--- src/hw/rtl/tdsr_pkg.sv ---
`timescale 1ns / 1ps
// Shared types, constants and a helper function for the tilt drive steering regulator.
// No dependencies; every other file of the block refers to this package by scoped names.
package tdsr_pkg;

  localparam int KP_W       = 16;
  localparam int KD_W       = 4;
  localparam int STOP_W     = 12;
  localparam int ERR_W      = 16;
  localparam int SPD_W      = 16;
  localparam int CMD_W      = 17;
  localparam int CFG_IDX_W  = 3;
  localparam int CFG_DATA_W = 16;
  localparam int SAT_IN_W   = 40;

  localparam logic [KP_W-1:0]   KP_RESET         = 16'd2000;
  localparam logic [KD_W-1:0]   KD_FWD_RESET     = 4'd1;
  localparam logic [KD_W-1:0]   KD_BWD_RESET     = 4'd2;
  localparam logic [STOP_W-1:0] SIDE_LIMIT_RESET = 12'd300;
  localparam logic [STOP_W-1:0] REAR_LIMIT_RESET = 12'd40;

  localparam logic signed [SPD_W-1:0] SPD_MAX = 16'sh7fff;
  localparam logic signed [SPD_W-1:0] SPD_MIN = 16'sh8000;

  typedef enum logic [CFG_IDX_W-1:0] {
    REG_KP         = 3'd0,
    REG_KD_FWD     = 3'd1,
    REG_KD_BWD     = 3'd2,
    REG_SIDE_LIMIT = 3'd3,
    REG_REAR_LIMIT = 3'd4
  } cfg_reg_t;

  typedef struct packed {
    logic [KP_W-1:0]   kp_gain;
    logic [KD_W-1:0]   kd_forward;
    logic [KD_W-1:0]   kd_backward;
    logic [STOP_W-1:0] side_limit;
    logic [STOP_W-1:0] rear_limit;
  } cfg_t;

  // Clamp a wide signed value into the 16-bit speed range.
  function automatic logic signed [SPD_W-1:0] sat_spd(input logic signed [SAT_IN_W-1:0] v);
    logic signed [SPD_W-1:0] r;
    if (v > SAT_IN_W'(SPD_MAX)) begin
      r = SPD_MAX;
    end else if (v < SAT_IN_W'(SPD_MIN)) begin
      r = SPD_MIN;
    end else begin
      r = v[SPD_W-1:0];
    end
    return r;
  endfunction

endpackage

--- src/hw/rtl/tdsr_in_if.sv ---
`timescale 1ns / 1ps
// Input channel of the regulator: one tick with tilt error and six proximity readings.
// Depends on tdsr_pkg for field widths.
interface tdsr_in_if #(
  parameter int SENSOR_BITS = 12
);
  logic                              valid;
  logic                              ready;
  logic                              sample_ready;
  logic signed [tdsr_pkg::ERR_W-1:0] tilt_error;
  logic [SENSOR_BITS-1:0]            front_left_prox;
  logic [SENSOR_BITS-1:0]            front_right_prox;
  logic [SENSOR_BITS-1:0]            left_prox;
  logic [SENSOR_BITS-1:0]            right_prox;
  logic [SENSOR_BITS-1:0]            back_left_prox;
  logic [SENSOR_BITS-1:0]            back_right_prox;

  modport source (
    output valid, sample_ready, tilt_error, front_left_prox, front_right_prox,
           left_prox, right_prox, back_left_prox, back_right_prox,
    input  ready
  );
  modport sink (
    input  valid, sample_ready, tilt_error, front_left_prox, front_right_prox,
           left_prox, right_prox, back_left_prox, back_right_prox,
    output ready
  );
endinterface

--- src/hw/rtl/tdsr_out_if.sv ---
`timescale 1ns / 1ps
// Result channel of the regulator: one motor command per tick.
// Depends on tdsr_pkg for field widths.
interface tdsr_out_if;
  logic                              valid;
  logic                              ready;
  logic                              motor_write;
  logic signed [tdsr_pkg::CMD_W-1:0] left_speed;
  logic signed [tdsr_pkg::CMD_W-1:0] right_speed;

  modport source (output valid, motor_write, left_speed, right_speed, input ready);
  modport sink (input valid, motor_write, left_speed, right_speed, output ready);
endinterface

--- src/hw/rtl/tdsr_cfg_if.sv ---
`timescale 1ns / 1ps
// Configuration write channel of the regulator: register index and write data.
// Depends on tdsr_pkg for field widths.
interface tdsr_cfg_if;
  logic                              valid;
  logic                              ready;
  logic [tdsr_pkg::CFG_IDX_W-1:0]    index;
  logic [tdsr_pkg::CFG_DATA_W-1:0]   wdata;

  modport source (output valid, index, wdata, input ready);
  modport sink (input valid, index, wdata, output ready);
endinterface

--- src/hw/rtl/tilt_drive_steering_regulator_top.sv ---
`timescale 1ns / 1ps
// Top level of the tilt drive steering regulator: input register, compute, result register.
// Depends on tdsr_pkg, the three channel interfaces, tdsr_cfg_regs and tdsr_steer.

// The regulator turns one 100 Hz tick into one motor command. A tick whose
// sample_ready bit is set recomputes the held base speed from the tilt error
// times kp_gain (truncated toward zero, saturated to 16 bits) and, while the
// robot moves, adds a derivative steering correction taken from the larger
// front-diagonal reading, which is dropped if it would turn toward a side wall
// whose reading is above the side limit. Right speed is base minus correction,
// left speed is base plus correction. On every tick, if both rear readings
// exceed the rear limit while the held speed is negative, both motors get zero
// with motor_write set. One tick is accepted every clock cycle unless the
// result channel stalls; a tick transfers into the input register, passes
// through one combinational stage (the 16 by 16 kp multiplier followed by
// the correction add) and is written into the result register, which offers
// its command. A stalled result channel holds the result register and the
// input register behind it; back-pressure reaches the input channel only when
// both are full. Configuration writes are taken every cycle and take effect
// from the next cycle on, also for a tick already waiting in the input register.
module tilt_drive_steering_regulator_top #(
  parameter int SENSOR_BITS     = 12,
  parameter int ERROR_FRAC_BITS = 12
) (
  input  logic        clk,
  input  logic        rst_n,
  tdsr_in_if.sink     in_ch,
  tdsr_out_if.source  out_ch,
  tdsr_cfg_if.sink    cfg_ch
);

  localparam int PROD_W = tdsr_pkg::KP_W + 1 + tdsr_pkg::ERR_W;
  localparam int CMP_W  = (SENSOR_BITS > tdsr_pkg::STOP_W) ? SENSOR_BITS : tdsr_pkg::STOP_W;
  localparam logic [PROD_W-1:0] ROUND_BIAS = PROD_W'((64'd1 << ERROR_FRAC_BITS) - 64'd1);

  tdsr_pkg::cfg_t regs;

  tdsr_cfg_regs u_cfg (
    .clk   (clk),
    .rst_n (rst_n),
    .cfg   (cfg_ch),
    .regs  (regs)
  );

  // Input register.
  logic                               stg_v_r;
  logic                               stg_ready_r;
  logic signed [tdsr_pkg::ERR_W-1:0]  stg_tilt_r;
  logic [SENSOR_BITS-1:0]             stg_fl_r;
  logic [SENSOR_BITS-1:0]             stg_fr_r;
  logic [SENSOR_BITS-1:0]             stg_sl_r;
  logic [SENSOR_BITS-1:0]             stg_sr_r;
  logic [SENSOR_BITS-1:0]             stg_bl_r;
  logic [SENSOR_BITS-1:0]             stg_br_r;

  // Regulator state.
  logic signed [tdsr_pkg::SPD_W-1:0]  held_r;
  logic signed [tdsr_pkg::SPD_W-1:0]  held_nxt;
  logic [SENSOR_BITS-1:0]             prev_fl_r;
  logic [SENSOR_BITS-1:0]             prev_fr_r;

  // Result register.
  logic                               out_v_r;
  logic                               write_r;
  logic signed [tdsr_pkg::CMD_W-1:0]  left_r;
  logic signed [tdsr_pkg::CMD_W-1:0]  right_r;
  logic                               write_nxt;
  logic signed [tdsr_pkg::CMD_W-1:0]  left_nxt;
  logic signed [tdsr_pkg::CMD_W-1:0]  right_nxt;

  logic                               adv;
  logic                               in_xfer;
  logic                               tick_done;
  logic signed [PROD_W-1:0]           prod;
  logic signed [PROD_W-1:0]           biased;
  logic signed [PROD_W-1:0]           quot;
  logic signed [tdsr_pkg::SPD_W-1:0]  base;
  logic                               moving_fwd;
  logic                               moving_bwd;
  logic signed [tdsr_pkg::SPD_W-1:0]  corr;
  logic                               rear_stop;

  // The compute stage may move on when the result register is empty or is being taken.
  assign adv          = !out_v_r || out_ch.ready;
  assign in_ch.ready  = !stg_v_r || adv;
  assign in_xfer      = in_ch.valid && in_ch.ready;
  assign tick_done    = stg_v_r && adv;

  // Base speed: exact product, divide by 2^frac truncating toward zero, saturate.
  assign prod   = PROD_W'($signed({1'b0, regs.kp_gain})) * PROD_W'(stg_tilt_r);
  assign biased = prod + ((prod < 0) ? $signed(ROUND_BIAS) : '0);
  assign quot   = biased >>> ERROR_FRAC_BITS;
  assign base   = tdsr_pkg::sat_spd(tdsr_pkg::SAT_IN_W'(quot));

  assign held_nxt   = stg_ready_r ? base : held_r;
  assign moving_fwd = stg_ready_r && (held_nxt > 0);
  assign moving_bwd = stg_ready_r && (held_nxt < 0);

  tdsr_steer #(
    .SENSOR_BITS (SENSOR_BITS)
  ) u_steer (
    .moving_fwd (moving_fwd),
    .moving_bwd (moving_bwd),
    .fl         (stg_fl_r),
    .fr         (stg_fr_r),
    .sl         (stg_sl_r),
    .sr         (stg_sr_r),
    .prev_fl    (prev_fl_r),
    .prev_fr    (prev_fr_r),
    .regs       (regs),
    .corr       (corr)
  );

  // The rear stop looks at the speed as updated by this tick.
  assign rear_stop = (CMP_W'(stg_bl_r) > CMP_W'(regs.rear_limit)) &&
                     (CMP_W'(stg_br_r) > CMP_W'(regs.rear_limit)) &&
                     (held_nxt < 0);

  always_comb begin
    write_nxt = stg_ready_r;
    left_nxt  = '0;
    right_nxt = '0;
    if (stg_ready_r) begin
      left_nxt  = tdsr_pkg::CMD_W'(held_nxt) + tdsr_pkg::CMD_W'(corr);
      right_nxt = tdsr_pkg::CMD_W'(held_nxt) - tdsr_pkg::CMD_W'(corr);
    end
    if (rear_stop) begin
      write_nxt = 1'b1;
      left_nxt  = '0;
      right_nxt = '0;
    end
  end

  always_ff @(posedge clk) begin
    if (!rst_n) begin
      stg_v_r   <= 1'b0;
      out_v_r   <= 1'b0;
      held_r    <= '0;
      prev_fl_r <= '0;
      prev_fr_r <= '0;
    end else begin
      if (in_ch.ready) begin
        stg_v_r <= in_ch.valid;
      end
      if (adv) begin
        out_v_r <= stg_v_r;
      end
      if (tick_done) begin
        held_r <= held_nxt;
        if (moving_fwd || moving_bwd) begin
          prev_fl_r <= stg_fl_r;
          prev_fr_r <= stg_fr_r;
        end
      end
    end
  end

  always_ff @(posedge clk) begin
    if (in_xfer) begin
      stg_ready_r <= in_ch.sample_ready;
      stg_tilt_r  <= in_ch.tilt_error;
      stg_fl_r    <= in_ch.front_left_prox;
      stg_fr_r    <= in_ch.front_right_prox;
      stg_sl_r    <= in_ch.left_prox;
      stg_sr_r    <= in_ch.right_prox;
      stg_bl_r    <= in_ch.back_left_prox;
      stg_br_r    <= in_ch.back_right_prox;
    end
    if (tick_done) begin
      write_r <= write_nxt;
      left_r  <= left_nxt;
      right_r <= right_nxt;
    end
  end

  assign out_ch.valid       = out_v_r;
  assign out_ch.motor_write = write_r;
  assign out_ch.left_speed  = left_r;
  assign out_ch.right_speed = right_r;

  // A tick leaving the compute stage always shows up in the result register.
  a_tick_lands: assert property (@(posedge clk) disable iff (!rst_n)
    tick_done |=> out_v_r)
    else $error("completed tick did not reach the result register");

  // The held speed only moves when a tick carrying a sample completes.
  a_held_stable: assert property (@(posedge clk) disable iff (!rst_n)
    !(tick_done && stg_ready_r) |=> $stable(held_r))
    else $error("held speed changed without a sample tick");

  // The stored front readings only move on a completed tick while moving.
  a_prev_stable: assert property (@(posedge clk) disable iff (!rst_n)
    !(tick_done && (moving_fwd || moving_bwd)) |=> ($stable(prev_fl_r) && $stable(prev_fr_r)))
    else $error("front history changed outside a moving tick");

endmodule

--- src/hw/rtl/tdsr_cfg_regs.sv ---
`timescale 1ns / 1ps
// Configuration register file of the regulator, written through the cfg channel.
// Depends on tdsr_pkg and tdsr_cfg_if.
module tdsr_cfg_regs (
  input  logic              clk,
  input  logic              rst_n,
  tdsr_cfg_if.sink          cfg,
  output tdsr_pkg::cfg_t    regs
);

  tdsr_pkg::cfg_t regs_r;
  tdsr_pkg::cfg_t regs_nxt;

  assign cfg.ready = 1'b1;
  assign regs      = regs_r;

  always_comb begin
    regs_nxt = regs_r;
    if (cfg.valid) begin
      unique case (tdsr_pkg::cfg_reg_t'(cfg.index))
        tdsr_pkg::REG_KP:         regs_nxt.kp_gain     = cfg.wdata[tdsr_pkg::KP_W-1:0];
        tdsr_pkg::REG_KD_FWD:     regs_nxt.kd_forward  = cfg.wdata[tdsr_pkg::KD_W-1:0];
        tdsr_pkg::REG_KD_BWD:     regs_nxt.kd_backward = cfg.wdata[tdsr_pkg::KD_W-1:0];
        tdsr_pkg::REG_SIDE_LIMIT: regs_nxt.side_limit  = cfg.wdata[tdsr_pkg::STOP_W-1:0];
        tdsr_pkg::REG_REAR_LIMIT: regs_nxt.rear_limit  = cfg.wdata[tdsr_pkg::STOP_W-1:0];
        default:                  regs_nxt = regs_r;
      endcase
    end
  end

  always_ff @(posedge clk) begin
    if (!rst_n) begin
      regs_r.kp_gain     <= tdsr_pkg::KP_RESET;
      regs_r.kd_forward  <= tdsr_pkg::KD_FWD_RESET;
      regs_r.kd_backward <= tdsr_pkg::KD_BWD_RESET;
      regs_r.side_limit  <= tdsr_pkg::SIDE_LIMIT_RESET;
      regs_r.rear_limit  <= tdsr_pkg::REAR_LIMIT_RESET;
    end else begin
      regs_r <= regs_nxt;
    end
  end

endmodule

--- src/hw/rtl/tdsr_steer.sv ---
`timescale 1ns / 1ps
// Steering correction: derivative term on the larger front-diagonal reading with side veto.
// Depends on tdsr_pkg; purely combinational.
module tdsr_steer #(
  parameter int SENSOR_BITS = 12
) (
  input  logic                                moving_fwd,
  input  logic                                moving_bwd,
  input  logic [SENSOR_BITS-1:0]              fl,
  input  logic [SENSOR_BITS-1:0]              fr,
  input  logic [SENSOR_BITS-1:0]              sl,
  input  logic [SENSOR_BITS-1:0]              sr,
  input  logic [SENSOR_BITS-1:0]              prev_fl,
  input  logic [SENSOR_BITS-1:0]              prev_fr,
  input  tdsr_pkg::cfg_t                      regs,
  output logic signed [tdsr_pkg::SPD_W-1:0]   corr
);

  localparam int DW    = SENSOR_BITS + 1;
  localparam int PW    = DW + tdsr_pkg::KD_W + 1;
  localparam int CW    = PW + 1;
  localparam int CMP_W = (SENSOR_BITS > tdsr_pkg::STOP_W) ? SENSOR_BITS : tdsr_pkg::STOP_W;

  logic signed [DW-1:0]                 dl;
  logic signed [DW-1:0]                 dr;
  logic signed [DW-1:0]                 delta;
  logic signed [tdsr_pkg::KD_W:0]       kdf;
  logic signed [tdsr_pkg::KD_W:0]       kdb;
  logic signed [PW-1:0]                 prod_f;
  logic signed [PW-1:0]                 prod_b;
  logic signed [CW-1:0]                 raw;
  logic                                 left_wall;
  logic                                 right_wall;
  logic                                 veto;

  assign dl  = $signed({1'b0, fl}) - $signed({1'b0, prev_fl});
  assign dr  = $signed({1'b0, fr}) - $signed({1'b0, prev_fr});
  assign kdf = $signed({1'b0, regs.kd_forward});
  assign kdb = $signed({1'b0, regs.kd_backward});

  // Positive delta means the robot should turn so that left gets more speed.
  always_comb begin
    if (fl > fr) begin
      delta = dl;
    end else if (fr > fl) begin
      delta = -dr;
    end else begin
      delta = '0;
    end
  end

  assign prod_f = PW'(delta) * PW'(kdf);
  assign prod_b = PW'(delta) * PW'(kdb);

  // Going backward the same sensor change steers the other way.
  always_comb begin
    if (moving_fwd) begin
      raw = CW'(prod_f);
    end else if (moving_bwd) begin
      raw = -CW'(prod_b);
    end else begin
      raw = '0;
    end
  end

  assign left_wall  = CMP_W'(sl) > CMP_W'(regs.side_limit);
  assign right_wall = CMP_W'(sr) > CMP_W'(regs.side_limit);

  always_comb begin
    if (moving_fwd) begin
      veto = (left_wall && (raw < 0)) || (right_wall && (raw > 0));
    end else begin
      veto = (left_wall && (raw > 0)) || (right_wall && (raw < 0));
    end
  end

  assign corr = veto ? '0 : tdsr_pkg::sat_spd(tdsr_pkg::SAT_IN_W'(raw));

endmodule

--- src/flat_wrapper.sv ---
// flat-port wrapper written by rule: the top's interface ports become plain ports
module tilt_drive_steering_regulator_top_flat 
#(
  parameter int SENSOR_BITS     = 12,
  parameter int ERROR_FRAC_BITS = 12
)
  (clk, rst_n, in_ch_valid, in_ch_sample_ready, in_ch_tilt_error, in_ch_front_left_prox, in_ch_front_right_prox, in_ch_left_prox, in_ch_right_prox, in_ch_back_left_prox, in_ch_back_right_prox, in_ch_ready, out_ch_valid, out_ch_motor_write, out_ch_left_speed, out_ch_right_speed, out_ch_ready, cfg_ch_valid, cfg_ch_index, cfg_ch_wdata, cfg_ch_ready);
  tdsr_in_if #(.SENSOR_BITS(SENSOR_BITS)) in_ch_i ();
  tdsr_out_if out_ch_i ();
  tdsr_cfg_if cfg_ch_i ();
  input  logic clk;
  input  logic rst_n;
  input wire logic [$bits(in_ch_i.valid)-1:0] in_ch_valid;
  input wire logic [$bits(in_ch_i.sample_ready)-1:0] in_ch_sample_ready;
  input wire logic [$bits(in_ch_i.tilt_error)-1:0] in_ch_tilt_error;
  input wire logic [$bits(in_ch_i.front_left_prox)-1:0] in_ch_front_left_prox;
  input wire logic [$bits(in_ch_i.front_right_prox)-1:0] in_ch_front_right_prox;
  input wire logic [$bits(in_ch_i.left_prox)-1:0] in_ch_left_prox;
  input wire logic [$bits(in_ch_i.right_prox)-1:0] in_ch_right_prox;
  input wire logic [$bits(in_ch_i.back_left_prox)-1:0] in_ch_back_left_prox;
  input wire logic [$bits(in_ch_i.back_right_prox)-1:0] in_ch_back_right_prox;
  output wire logic [$bits(in_ch_i.ready)-1:0] in_ch_ready;
  output wire logic [$bits(out_ch_i.valid)-1:0] out_ch_valid;
  output wire logic [$bits(out_ch_i.motor_write)-1:0] out_ch_motor_write;
  output wire logic [$bits(out_ch_i.left_speed)-1:0] out_ch_left_speed;
  output wire logic [$bits(out_ch_i.right_speed)-1:0] out_ch_right_speed;
  input wire logic [$bits(out_ch_i.ready)-1:0] out_ch_ready;
  input wire logic [$bits(cfg_ch_i.valid)-1:0] cfg_ch_valid;
  input wire logic [$bits(cfg_ch_i.index)-1:0] cfg_ch_index;
  input wire logic [$bits(cfg_ch_i.wdata)-1:0] cfg_ch_wdata;
  output wire logic [$bits(cfg_ch_i.ready)-1:0] cfg_ch_ready;
  assign in_ch_i.valid = in_ch_valid;
  assign in_ch_i.sample_ready = in_ch_sample_ready;
  assign in_ch_i.tilt_error = in_ch_tilt_error;
  assign in_ch_i.front_left_prox = in_ch_front_left_prox;
  assign in_ch_i.front_right_prox = in_ch_front_right_prox;
  assign in_ch_i.left_prox = in_ch_left_prox;
  assign in_ch_i.right_prox = in_ch_right_prox;
  assign in_ch_i.back_left_prox = in_ch_back_left_prox;
  assign in_ch_i.back_right_prox = in_ch_back_right_prox;
  assign in_ch_ready = in_ch_i.ready;
  assign out_ch_valid = out_ch_i.valid;
  assign out_ch_motor_write = out_ch_i.motor_write;
  assign out_ch_left_speed = out_ch_i.left_speed;
  assign out_ch_right_speed = out_ch_i.right_speed;
  assign out_ch_i.ready = out_ch_ready;
  assign cfg_ch_i.valid = cfg_ch_valid;
  assign cfg_ch_i.index = cfg_ch_index;
  assign cfg_ch_i.wdata = cfg_ch_wdata;
  assign cfg_ch_ready = cfg_ch_i.ready;
  tilt_drive_steering_regulator_top #(.SENSOR_BITS(SENSOR_BITS), .ERROR_FRAC_BITS(ERROR_FRAC_BITS)) u_core (.clk(clk), .rst_n(rst_n), .in_ch(in_ch_i), .out_ch(out_ch_i), .cfg_ch(cfg_ch_i));
endmodule
--- config.mk ---
export PLATFORM = sky130hd
export DESIGN_NAME = tilt_drive_steering_regulator_top_flat
export DESIGN_NICKNAME = d
export VERILOG_FILES = /design/src/hw/rtl/tdsr_pkg.sv /design/src/hw/rtl/tdsr_in_if.sv /design/src/hw/rtl/tdsr_out_if.sv /design/src/hw/rtl/tdsr_cfg_if.sv /design/src/hw/rtl/tilt_drive_steering_regulator_top.sv /design/src/hw/rtl/tdsr_cfg_regs.sv /design/src/hw/rtl/tdsr_steer.sv /design/src/flat_wrapper.sv
export SDC_FILE = /design/constraint.sdc
export NUM_CORES = 1
export LEC_CHECK = 0
export ABC_AREA = 1
export BUFFER_PORTS_ARGS = -buffer_cell sky130_fd_sc_hd__buf_2
export CORE_ASPECT_RATIO = 0.75
export CORE_UTILIZATION = 30
export DETAILED_ROUTE_END_ITERATION = 6
export GPL_TIMING_DRIVEN = 0
export PLACE_DENSITY = 0.57
export REMOVE_ABC_BUFFERS = 1
export SETUP_SLACK_MARGIN = 0.3
export SYNTH_ARGS = -nofsm -noshare
export SYNTH_HDL_FRONTEND = slang
export SYNTH_HIERARCHICAL = 1
export SYNTH_SLANG_ARGS = --single-unit
--- constraint.sdc ---
create_clock -name clk -period 12.61 [get_ports clk]
set_clock_uncertainty 0.15 [all_clocks]
set_input_delay 0.6305 -clock clk [delete_from_list [all_inputs] [get_ports clk]]
set_output_delay 0.6305 -clock clk [all_outputs]
set_load 0.01 [all_outputs]
==> results of run 1 <==
## worst paths after layout
check | to | slack [ns] | cells after the start
min | u_core/stg_tilt_r[4] | 0.06 | 1
max reg2reg | u_core/out_ch.left_speed[15] | 0.41 | 78
min reg2reg | u_core/u_cfg/regs[20] | 0.32 | 2
max | u_core/out_ch.left_speed[15] | 0.41 | 78
## registers in the layout, summed over array words and instances (netlist names), 12 cells and up
name and cells:
u_core/u_cfg/regs 48, u_core/held_r 16, u_core/prev_fr_r 12, u_core/stg_sr_r 12, u_core/stg_br_r 12, u_core/out_ch.left_speed 17
u_core/prev_fl_r 12, u_core/stg_tilt_r 16, u_core/stg_fr_r 12, u_core/stg_sl_r 12, u_core/stg_fl_r 12, u_core/out_ch.right_speed 16
u_core/stg_bl_r 12
## Yosys cell counts, types with 4 or more instances
cell	count
a21oi_1	165
o2111ai_1	4
nor2_4	14
or2_2	25
a31oi_1	4
a21oi_2	19
ha_1	324
o21ai_1	15
nand2_4	4
dfxtp_1	90
o21ai_2	4
nand3b_1	21
o21bai_1	14
nor3b_1	10
o21ai_0	72
a21o_1	8
nand4_1	21
inv_2	12
nor3_1	24
nor2_2	11
nor2_1	386
inv_1	831
clkbuf_1	81
nand2_1	868
o211ai_1	4
buf_6	9
nand3_1	188
xor2_1	33
xnor2_1	11
a21boi_0	4
nand2_2	24
nand3_2	9
buf_2	10
o21a_1	6
buf_4	7
fa_1	251
edfxtp_1	123
## critical path: cells and delay by family (launching register included)
family                     cells  cell delay, ns
adders and majority gates      8            3.52
DFF                            1            0.50
AOI/OAI and AO/OA             12            1.61
and+or+nand+nor               43            4.51
buffers and inverters         15            1.58
## through the flow
step	setup TNS, ns	setup WS [ns]	cells	total power [mW]	utilization
floorplan	0	0.587	3637	4.84	-
global placement	-23.25	-1.80	4998	6.17	0.325
detailed placement	-23.68	-1.80	5005	6.16	0.327
CTS	0	0.304	5125	7.44	0.347
global route	-0.783	-0.300	5173	9.11	0.359
finish	0	0.414	5176	8.25	0.359
## routing by layer
layer	vias up	GRT usage	part of all wire	wire [um]
li1	11900	-	-	-
met1	10800	0.245	0.52	38600
met2	528	0.236	0.40	30000
met3	80	0.0244	0.058	4360
met4	16	0.0321	0.019	1400
met5	-	0	0.0014	103
## kinds of logic after synthesis
group | after synthesis | synth area share
buffers and inverters | 956 | 0.135
flip-flops | 213 | 0.199
AND/OR/NAND/NOR | 1616 | 0.250
XOR/XNOR | 45 | 0.0145
other | 1 | 0.000136
adder cells (fa/ha/maj) | 575 | 0.329
AO/OA/AOI/OAI | 341 | 0.0731
## final cells by class
cell class	count	area (um2)	share of cell area
Timing Repair Buffer	269	1840	0.0568
Inverter	846	3200	0.0985
Antenna cell	5	12.5	0.000386
Clock buffer	34	762	0.0235
Clock inverter	16	180	0.00555
Tap cell	1212	1520	0.0467
Timing Repair inverter	1	7.51	0.000231
Sequential cell	213	5530	0.170
Multi-Input combinational cell	2580	19400	0.598
## what timing repair did
item / in CTS / in global routing
pin swaps: 36 / 115
gates cloned: 3 / 0
setup endpoints to repair: 31 / 18
hold buffers: 0 / 0
gates resized for setup: 107 / 178
buffers inserted: 67 / 46
## power groups by stage
stage | logic, mW | clock network, mW | registers [mW]
3_5_place_dp | 5.27 | 0 | 0.895
3_3_place_gp | 5.27 | 0 | 0.899
5_1_grt | 7.37 | 0.862 | 0.874
6_report | 6.57 | 0.813 | 0.866
2_1_floorplan | 3.96 | 0 | 0.878
4_1_cts | 5.73 | 0.840 | 0.869
==> impl_metrics.tcl, run 1 <==
set metrics [dict create \
    outcome "completed" \
    clk_transition_reported_paths_ns 0.06 \
    min_from "in_ch_tilt_error[4]" \
    critical_path.max_stage_delay_ns 0.52 \
    drtIter0Drc 1352 \
    drc 0 \
    reg2reg_from "u_core/stg_tilt_r[15]" \
    max_freq_ghz 0.0820 \
    avgSynthCellArea_um2 7.37 \
    synth_seq_area_share 0.199 \
    grt_pass1_wl_mm 121 \
    ys.flop_type "edfxtp_1" \
    worstSetupStartpointType "register" \
    portBuffers 149 \
    yosysWarnings 6 \
    wl_mm 74.5 \
    grt_overflow_total 0 \
    die-area_um2 93300 \
    n_fill_cell 9568 \
    grtUsageTotal 0.160 \
    async_reset_ff_frac 0 \
    antenna_left 0 \
    drive_gt1_frac 0.165 \
    tightest_slew_ns 1.21 \
    final.min_clock_period_ns 12.20 \
    min_path_type "primary input to register" \
    rows 95 \
    htree_num_levels 1 \
    antenna_found_initial 13 \
    final_common_cell "inv_1" \
    worstPathRequired_ns 12.75 \
    post_drt_wl_per_cell_um 14.4 \
    drtPass1Iterations 5 \
    setup.worst_path.start "u_core/stg_tilt_r[15]" \
    post_drt_via_cell_ratio 4.50 \
    rsz0062_at_grt "true" \
    cts_buffer_depth 3 \
    area_delta_synth_final_pct 17.5 \
    path_class "register to register" \
    yosysTopAreaCell "fa_1" \
    cp_slowest_cell "fa_1" \
    vias 23300 \
    clock_sinks 213 \
    place_hpwl_mm 60.0 \
    synth-edff-count 123 \
    p_comb_frac 0.796 \
    seqPwrFrac 0.105 \
    synth_area_leaders "fa_1, ha_1, edfxtp_1, nand2_1, inv_1" \
    timing.final.crit_share 0.967 \
    die_w_um 352 \
    cellPowerDensity_nw_per_um2 254 \
    setup_viol 0 \
    pin_count 151 \
    clock_latency_ns 0.59 \
    start_util 0.306 \
    fin_nets 4626 \
    mostFrequentLayoutCells "inv_1, nand2_1, nor2_1" \
    crit_top_cell "nand2_1" \
    mappedNetlistArea_um2 27600 \
    cp_data_arrival_time_ns 12.33 \
    die_h_um 265 \
    crit_fanout 10 \
    syn_inst 3747 \
    finalHoldViolCount 0 \
    cts-root-buf "clkbuf_16" \
    p_leak_nw 17.0 \
    slew_headroom 0.190 \
    clockPowerShare 0.099 \
    p_sw_frac 0.543 \
    numCtsBuffers 27 \
    grt_max_degree 78 \
    end_kind "register" \
    postLayoutCellArea_um2 32500 \
    core_area_um2 90300 \
    finalMaxSlewViolations 0 \
    dpl-instance-area_um2 29500 \
    grt_pass1_vias 22900 \
    switchingPower_mw 4.48 \
    intPower_mw 3.77 \
    whs_ns 0.0641 \
    synth_seq_cells 213 \
    synth_top_area_frac 0.182 \
    cts_tree "yes" \
    ir_worst_vdd_mv 0.268 \
    synth.distinct_cells 61 \
    gp_congestion 0.885 \
    drv_cap 0 \
]
(Power assumes the default switching activity.)
==> inputs of run 2 (changes only) <==
ABC_CLOCK_PERIOD_IN_PS = 12610   (was not set)
BUFFER_PORTS_ARGS = not set   (was -buffer_cell sky130_fd_sc_hd__buf_2)
DONT_BUFFER_PORTS = 1   (was not set)
PLACE_DENSITY = 0.55   (was 0.57)
SYNTH_HIERARCHICAL = not set   (was 1)
==> run 2 against run 1 <==
The flow now finishes with violations (DRC). Largest cell class unchanged. Largest power group unchanged. Cell area down 2.7%. Die area fell by 4.0%. First-iteration DRC count is 8.4% higher. Total power shrank 1.7%. Sequential power up 2.8%. Register-to-register slack better by 0.06 ns. Sequential share of layout area grew 0.50 points. Synthesized area decreased by 4.0%.
==> impl_metrics.tcl, run 2 <==
set metrics [dict create \
    outcome "complete, but fails checks" \
    violations "DRC" \
    cp_data_arrival_time_ns 12.25 \
    drive_gt1_frac 0.127 \
    min_path_type "primary input to register" \
    intPower_mw 3.66 \
    portBuffers 0 \
    clockPowerShare 0.096 \
    drtIter0Drc 1466 \
    rows 93 \
    vias 22000 \
    yosysTopAreaCell "fa_1" \
    end_kind "register" \
    numCtsBuffers 24 \
    gp_congestion 0.884 \
    synth_area_leaders "fa_1, ha_1, edfxtp_1, inv_1, nand2_1" \
    seqPwrFrac 0.110 \
    post_drt_via_cell_ratio 4.57 \
    async_reset_ff_frac 0 \
    p_leak_nw 16.2 \
    cts_buffer_depth 3 \
    critical_path.max_stage_delay_ns 0.52 \
    syn_inst 3511 \
    cp_slowest_cell "fa_1" \
    fin_nets 4354 \
    start_util 0.306 \
    cts-root-buf "clkbuf_16" \
    timing.final.crit_share 0.962 \
    grtUsageTotal 0.160 \
    grt_max_degree 85 \
    grt_pass1_vias 21200 \
    synth_seq_area_share 0.207 \
    rsz0062_at_grt "true" \
    drc 2 \
    die_w_um 345 \
    final_common_cell "inv_1" \
    cpLargestDelayFamily "simple AND/OR/NAND/NOR gates" \
    place_hpwl_mm 56.7 \
    post-place-ws_ns -1.45 \
    grt_pass1_wl_mm 115 \
    antenna_found_initial 9 \
    cts_tree "yes" \
    finalMaxSlewViolations 0 \
    core_area_um2 86700 \
    area_delta_synth_final_pct 19.2 \
    crit_fanout 8 \
    pin_count 151 \
    mappedNetlistArea_um2 26500 \
    drtPass1Iterations 7 \
    ir_worst_vdd_mv 0.289 \
    synth-edff-count 123 \
    crit_top_cell "nand2_1" \
    wl_mm 72.5 \
    clock_latency_ns 0.59 \
    met2_length_mm 29.5 \
    worstSetupStartpointType "register" \
    post_drt_wl_per_cell_um 15.0 \
    slew_headroom 0.122 \
    mostFrequentLayoutCells "inv_1, nand2_1, ha_1" \
    wl_met1_mm 37.3 \
    yosys-top-cells-count "inv_1, nand2_1, ha_1, nor2_1, fa_1" \
    p_comb_frac 0.795 \
    clk_transition_reported_paths_ns 0.09 \
    final.min_clock_period_ns 12.13 \
    htree_num_levels 1 \
    die_h_um 259 \
    setup_viol 0 \
    synth.distinct_cells 55 \
    yosysMostFrequentCell "inv_1" \
    die-area_um2 89500 \
    yosysWarnings 0 \
    whs_ns 0.0305 \
    path_class "register to register" \
    cellPowerDensity_nw_per_um2 257 \
    grt_overflow_total 0 \
    tightest_slew_ns 1.32 \
    finalHoldViolCount 0 \
    avgSynthCellArea_um2 7.55 \
    antenna_left 0 \
    fin_ws_ns 0.477 \
    drv_cap 0 \
    ys.flop_type "edfxtp_1" \
    max_freq_ghz 0.0824 \
    top_layer "met5" \
    clock_sinks 213 \
    largest_reg_flops 48 \
    dr_wl_met3_mm 4.46 \
    worstPathRequired_ns 12.73 \
    synth_seq_cells 213 \
    p_sw_frac 0.549 \
    synth_top_area_frac 0.190 \
    crit_buf_inv 13 \
    switchingPower_mw 4.45 \
]
run 2: worst reg2reg max path, delay by kind of cell, from the launching register on:
kind | cells | cell delay (ns)
buffers and inverters | 13 | 1.21
AOI/OAI and AO/OA | 10 | 1.81
and+or+nand+nor | 45 | 4.17
DFF | 1 | 0.35
adders and majority gates | 10 | 4.08
run 2: logic make-up (layout without fill, tap and decap cells):
kind of cell	after synthesis	in the layout	synth area share
adders and majority gates	575	575	0.343
xor gates and xnor gates	57	57	0.0191
AOI/OAI and AO/OA	428	428	0.0894
and+or+nand+nor	1275	1275	0.203
other	1	4	0.000142
buffers and inverters	962	1135	0.138
DFF	213	213	0.207
run 2: cell type report:
type | count | area (um2)
Multi-Input combinational cell | 2336 | 18300
Sequential cell | 213 | 5540
Clock buffer | 25 | 604
Inverter | 849 | 3200
Tap cell | 1140 | 1430
Clock inverter | 19 | 235
Antenna cell | 3 | 7.51
Fill cell | 8955 | 55100
Timing Repair Buffer | 242 | 2290
run 2: path summary, 6_finish.rpt:
path	startpoint	end	slack (ns)	cells after the start
max	u_core.stg_tilt_r[15]	u_core.out_ch.left_speed[14]	0.48	78
min	cfg_ch_wdata[6]	u_core.u_cfg.regs[38]	0.03	2
max reg2reg	u_core.stg_tilt_r[15]	u_core.out_ch.left_speed[14]	0.48	78
min reg2reg	u_core.u_cfg.regs[8]	u_core.u_cfg.regs[8]	0.34	2
run 2: what timing repair did:
item	CTS	global route
gates cloned	0	3
endpoints found under the setup margin	26	17
gates resized for setup	69	203
hold buffers	97	0
pin swaps	15	121
buffers inserted	71	67
hold endpoints to repair	98	0
run 2: power by group through the flow:
| stage | registers (mW) | logic (mW) | clock network [mW] |
|---|---|---|---|
| 2_1_floorplan | 0.882 | 3.98 | 0 |
| 3_3_place_gp | 0.923 | 5.22 | 0 |
| 3_5_place_dp | 0.921 | 5.23 | 0 |
| 4_1_cts | 0.895 | 5.47 | 0.802 |
| 5_1_grt | 0.897 | 7.23 | 0.828 |
| 6_report | 0.890 | 6.44 | 0.776 |
run 2: stage by stage:
| step | std cells | power, mW | setup TNS [ns] | utilization | instance area (um2) |
|---|---|---|---|---|---|
| after floorplan | 3398 | 4.86 | 0 | - | 26000 |
| after global placement | 4538 | 6.14 | -17.09 | 0.317 | 27500 |
| after detailed placement | 4542 | 6.15 | -17.00 | 0.318 | 27500 |
| after CTS | 4754 | 7.17 | 0 | 0.348 | 30200 |
| after global routing | 4827 | 8.95 | -0.981 | 0.364 | 31600 |
| final | 4827 | 8.11 | 0 | 0.364 | 31600 |
run 2: routing by layer:
layer | vias to the layer above | track usage
li1 | 11100 | -
met1 | 10300 | 0.243
met2 | 509 | 0.238
met3 | 71 | 0.0249
met4 | 8 | 0.0270
met5 | - | 0
